===== config.mk =====
export PLATFORM = sky130hd
export DESIGN_NAME = ght_ctrl
export DESIGN_NICKNAME = d
export VERILOG_FILES = /design/src/rtl/core/ght_pkg.sv /design/src/rtl/core/ght_ctrl.sv
export VERILOG_INCLUDE_DIRS = /design/src /design/src/rtl/core
export SDC_FILE = /design/constraint.sdc
export NUM_CORES = 1
export LEC_CHECK = 0
export BUFFER_PORTS_ARGS = -buffer_cell sky130_fd_sc_hd__buf_2
export CAP_MARGIN = 0
export CORE_MARGIN = 2
export CORE_UTILIZATION = 43
export DETAILED_ROUTE_END_ITERATION = 10
export PLACE_DENSITY = 0.68
export SYNTH_ARGS = -nofsm -noshare
export SYNTH_HDL_FRONTEND = slang
export SYNTH_SLANG_ARGS = --single-unit
export TNS_END_PERCENT = 10

===== constraint.sdc =====
create_clock -name clock -period 2.14 [get_ports clock]
set_clock_uncertainty 0.05 [all_clocks]
set_input_delay 0 -clock clock [delete_from_list [all_inputs] [get_ports clock]]
set_output_delay 0 -clock clock [all_outputs]
set_load 0.1 [all_outputs]

===== src/rtl/core/generational_handle_table_macros.svh =====
// Assertion macros shared by the handle table RTL.
`ifndef GENERATIONAL_HANDLE_TABLE_MACROS_SVH
`define GENERATIONAL_HANDLE_TABLE_MACROS_SVH

// The consequent must hold in the same cycle as the antecedent.
`define GHT_ASSERT_NOW(label, clk, rst, ante, cons, msg) \
   label: assert property (@(posedge clk) disable iff (rst) (ante) |-> (cons)) \
      else $error(msg);

// The consequent must hold in the cycle after the antecedent.
`define GHT_ASSERT_NEXT(label, clk, rst, ante, cons, msg) \
   label: assert property (@(posedge clk) disable iff (rst) (ante) |=> (cons)) \
      else $error(msg);

`endif


===== src/rtl/core/ght_pkg.sv =====
// Shared types and constants of the generational handle table.
package ght_pkg;

   localparam int SLOTS = 64;
   localparam int AGE_BITS = 8;
   localparam int SLOT_W = (SLOTS > 1) ? $clog2(SLOTS) : 1;
   localparam int AGE_CMP_W = (AGE_BITS > 8) ? AGE_BITS : 8;

   localparam logic [6:0] NONE = 7'h7F;
   localparam logic [6:0] SLOT_LIMIT = 7'(SLOTS);
   localparam logic [AGE_CMP_W-1:0] AGE_MASK = AGE_CMP_W'({AGE_BITS{1'b1}});

   localparam logic [2:0] OP_CREATE = 3'd0;
   localparam logic [2:0] OP_DESTROY = 3'd1;
   localparam logic [2:0] OP_QUERY = 3'd2;
   localparam logic [2:0] OP_SET_OWNER = 3'd3;
   localparam logic [2:0] OP_GET_OWNER = 3'd4;
   localparam logic [2:0] OP_FLUSH = 3'd5;

   localparam logic [2:0] ST_OK = 3'd0;
   localparam logic [2:0] ST_STALE = 3'd1;
   localparam logic [2:0] ST_FULL = 3'd2;
   localparam logic [2:0] ST_WRONG_TYPE = 3'd3;
   localparam logic [2:0] ST_NONE_PENDING = 3'd4;

   typedef struct packed {
      logic [2:0] opcode;
      logic [6:0] handle_type;
      logic [5:0] slot_index;
      logic [7:0] handle_age;
      logic [31:0] owner_value;
   } req_type;

   typedef struct packed {
      logic [2:0] status;
      logic [5:0] out_slot;
      logic [7:0] out_age;
      logic is_valid;
      logic [31:0] owner_out;
      logic [5:0] dense_position;
      logic moved;
      logic [5:0] moved_from;
      logic last;
   } rsp_type;

   typedef struct packed {
      logic capture;
      logic rd_req;
      logic rd_scan;
      logic ex;
      logic fa;
      logic fb;
      logic emit;
      logic scan_inc;
   } cmd_type;

   typedef struct packed {
      logic [2:0] opcode;
      logic pend_none;
      logic pend_cur;
      logic res_last;
      logic out_free;
   } sts_type;

endpackage


===== src/rtl/core/ght_ctrl.sv =====
// Controller state machine that sequences single-slot operations and flush walks.
module ght_ctrl (
   input  logic clock,
   input  logic reset,
   input  logic req_valid,
   output logic req_stall,
   input  ght_pkg::sts_type sts,
   output ght_pkg::cmd_type cmd
);

   typedef enum logic [7:0] {
      S_IDLE  = 8'b0000_0001,
      S_RD    = 8'b0000_0010,
      S_EX    = 8'b0000_0100,
      S_EMIT  = 8'b0000_1000,
      S_FSCAN = 8'b0001_0000,
      S_FA    = 8'b0010_0000,
      S_FB    = 8'b0100_0000,
      S_FEMIT = 8'b1000_0000
   } state_type;

   state_type state_ff, state_in;

   always_ff @(posedge clock) begin
      if (reset) begin
         state_ff <= S_IDLE;
      end else begin
         state_ff <= state_in;
      end
   end

   assign req_stall = (state_ff != S_IDLE);

   always_comb begin
      state_in = state_ff;
      cmd = '0;
      unique case (state_ff)
         S_IDLE: begin
            if (req_valid) begin
               cmd.capture = 1'b1;
               state_in = S_RD;
            end
         end
         S_RD: begin
            cmd.rd_req = 1'b1;
            if (sts.opcode == ght_pkg::OP_FLUSH) begin
               state_in = sts.pend_none ? S_EX : S_FSCAN;
            end else if (sts.opcode > ght_pkg::OP_FLUSH) begin
               state_in = S_IDLE;
            end else begin
               state_in = S_EX;
            end
         end
         S_EX: begin
            cmd.ex = 1'b1;
            state_in = S_EMIT;
         end
         S_EMIT: begin
            if (sts.out_free) begin
               cmd.emit = 1'b1;
               state_in = S_IDLE;
            end
         end
         S_FSCAN: begin
            if (sts.pend_cur) begin
               cmd.rd_scan = 1'b1;
               state_in = S_FA;
            end else begin
               cmd.scan_inc = 1'b1;
            end
         end
         S_FA: begin
            cmd.fa = 1'b1;
            state_in = S_FB;
         end
         S_FB: begin
            cmd.fb = 1'b1;
            state_in = S_FEMIT;
         end
         S_FEMIT: begin
            if (sts.out_free) begin
               cmd.emit = 1'b1;
               if (sts.res_last) begin
                  state_in = S_IDLE;
               end else begin
                  cmd.scan_inc = 1'b1;
                  state_in = S_FSCAN;
               end
            end
         end
         default: begin
            state_in = S_IDLE;
         end
      endcase
   end

`include "generational_handle_table_macros.svh"

   `GHT_ASSERT_NEXT(a_fb_after_fa, clock, reset, cmd.fa, cmd.fb, "Flush second step did not follow the first.")
   `GHT_ASSERT_NOW(a_state_onehot, clock, reset, 1'b1, $onehot(state_ff), "State is not one-hot.")
   `GHT_ASSERT_NEXT(a_capture_read, clock, reset, cmd.capture, state_ff == S_RD, "Read did not follow capture.")

endmodule


==> results.md <==
- Status: complete, no violations
- Drt pass-1 iters: 5
- Initial antenna violation count: 0
- Worst-case clock buffer depth: 2
- Via count: 606
- Synth warn: 0
- Commonest cells post-synth: dfxtp_1 (8), nor2_1 (7), and3_1 (5)
- Post-DP HPWL: 1.161 mm
- Routed WL: 1.487 mm
- Buf/Inv on CP: 1
- Top Ports: 19
- Worst Tran Pin Value: 0.4876 ns
- NumNets Final: 103
- DIE WIDTH: 41.22 µm
- I/O Buffers: 18
- Max FO, Critical Path: 7
- Setup CP Type: flop to output port
- Nature of the critical path endpoint: output port
- GPL Wtd Cong: 0.8206
- Startpoint Class: flop
- Routed WL per cell: 14.03 µm
- Fin crit period: 2.024 ns
- Post-synth top flop: dfxtp_1
- Vias per cell: 5.717
- Post-CTS Setup Bufs: 0
- Clk slew on worst S/H paths: 0.06 ns
- Sum Neg Setup Slack: 0 ns
- Inserted Clock Buffers: 3
- Max FFs per register: 8
- Initial Util: 45.77%
- First-pass GRT wire length: 2.477 mm
- Synth area leaders: dfxtp_1 (27%), nor4_4 (7.1%), and3_1 (5.3%)
- Worst-case headroom to the max-slew limit: 67.72%
- Async SR Flop Fraction: 0%
- Pleak: 0.3125 nW
- Gate Count Post-Synth: 69
- Fmax: 0.4941 GHz
- Worst skew pair latency: 0.26 ns
- Yosys cell types: 36
- Met2 Resource Use GR: 35.16%
- Worst EP arrival: 1.97 ns
- Fin crit share: 94.56%
- Area Growth Syn to Fin: 24.58%
- CTS Sinks: 8
- Core area: 1301 µm²
- Largest stage delay, worst path: 0.53 ns
- RSZ-0062 raised after global routing: false
- Die Ht: 41.22 µm
- Die area: 1699 µm²
- CP startpoint: state_ff[0]
- Synth Register Bits: 8
- CP max stage cell: or4_1
- Number of flops mapped to enable cells by yosys: 0
- Setup WS pre-CTS: 0.2482 ns
- Grt met3 use: 6.522%
- Max-slew violations: 0
- Vias in the first global route: 515
- Final setup fails: 0
- CP top delay family: simple AND/OR/NAND/NOR gates
- Final hold slack: 0.04069 ns
- DRT iter0 DRCs: 12
- Filler instances: 116
- DRC Markers: 0
- Total of max-cap violations: 0
- Layer with the highest usage: met2
- Final Hold Fails: 0
- Total power: 0.4259 mW
- Area leader, netlist: dfxtp_1
- Non-filler instance count after layout: 106
- Syn nets: 79
- Global route overflow: 0
- CTS tree: built
- Register area share after synthesis: 26.89%
- Largest registers: state_ff x8
- PwrDens: 574.0 nW/µm²
- Pin count of the biggest net entering global routing: 9
- Syn avg cell area: 8.631 µm²
- Top cell type's share of synthesized area: 26.89%
- Post-route worst setup slack: 0.1163 ns
- Required time worst endpoint: 2.09 ns
- HP Start: sts[6]
- Ratio of cells with drive above 1 in the final layout: 32.97%
- Clock H-tree levels: 1
- Total track usage: 23.33%
- Hold crit path type: input port to flop
- Top-count cell post-synth: dfxtp_1
- Reg-to-Reg Start: state_ff[0]
- ANT nets after route: 0
- Met1 Resource Use GR: 29.87%
- VDD IR max: 0.3984 mV
- Netlist Area Pre-Place: 595.6 µm²
- Clock root cell: clkbuf_4
- Cell breakdown of the critical path: or4_1, nor2_1, and3_1, buf_2
- Num rows: 13
- Inserted Diodes: 0
- Placed cells: 100
- Largest Register: state_ff
==> cells in the final DEF (no fill, tap or decap), types with 2 or more instances in the layout <==
cell            n
nor3b_1         2
nand3_1         2
nor2_1          7
buf_2          16
and3_1          5
dfxtp_1         8
nor3_1          2
nor4_4          2
nand2_1         3
buf_4           2
dlygate4sd3_1   3
inv_1           2
o21ai_1         2
o21ai_0         2
clkbuf_4        4
and2_1          3
nor4_1          2
a31o_1          2
nor2b_1         2
==> routing by layer <==
layer / part of all wire (%) / wire, µm
met5: 0 / 0
met1: 45 / 673
met2: 49 / 728
met3: 4.4 / 66
met4: 1.3 / 19
==> report_power, final <==
part,switching [mW],internal [mW]
clock network,0.0550,0.0644
registers,0.0140,0.154
logic,0.0965,0.0417
total,0.166,0.260
==> cell type report <==
class                   instances  area [µm²]  share of cell area (%)
repair buffers                 22       132.6                   17.88
clock buffers                   3       22.52                   3.035
well taps                      15       18.77                   2.530
inverters                       3       11.26                   1.518
multi-input cells              55       396.6                   53.46
flip-flops and latches          8       160.2                   21.59
==> timing repair <==
item / in CTS / in global routing
hold buffers: 3 / 0
resized for setup: 1 / 2
setup endpoints to repair: 1 / 2
hold endpoints to repair: 5 / 0
==> through the flow <==
step	util, %	instance area, µm²
floorplan	-	606.8
global placement	52.12	678.2
detailed placement	52.12	678.2
CTS	56.35	733.2
global route	57.02	742.0
finish	57.02	742.0
==> cell families (layout without fill, tap and decap cells) <==
group	Yosys count	after routing	synth area share, %
and+or+nand+nor	38	38	41.81
AOI/OAI and AO/OA	14	14	17.23
DFF	8	8	26.89
buffers and inverters	6	28	9.453
xor gates and xnor gates	2	2	2.942
muxes	1	1	1.681
==> final timing paths <==
| kind | endpoint | slack [ns] | depth (start not counted) |
|---|---|---|---|
| max reg2reg | state_ff[4] | 0.40 | 4 |
| min reg2reg | state_ff[5] | 0.60 | 3 |
| max | cmd[4] | 0.12 | 4 |
| min | state_ff[2] | 0.04 | 3 |
==> tightest hold or removal path, stage by stage <==
cell and delay, ns:
buf_2 0.10, o21ai_0 0.05, and3_1 0.16
(Power assumes the default switching activity.)
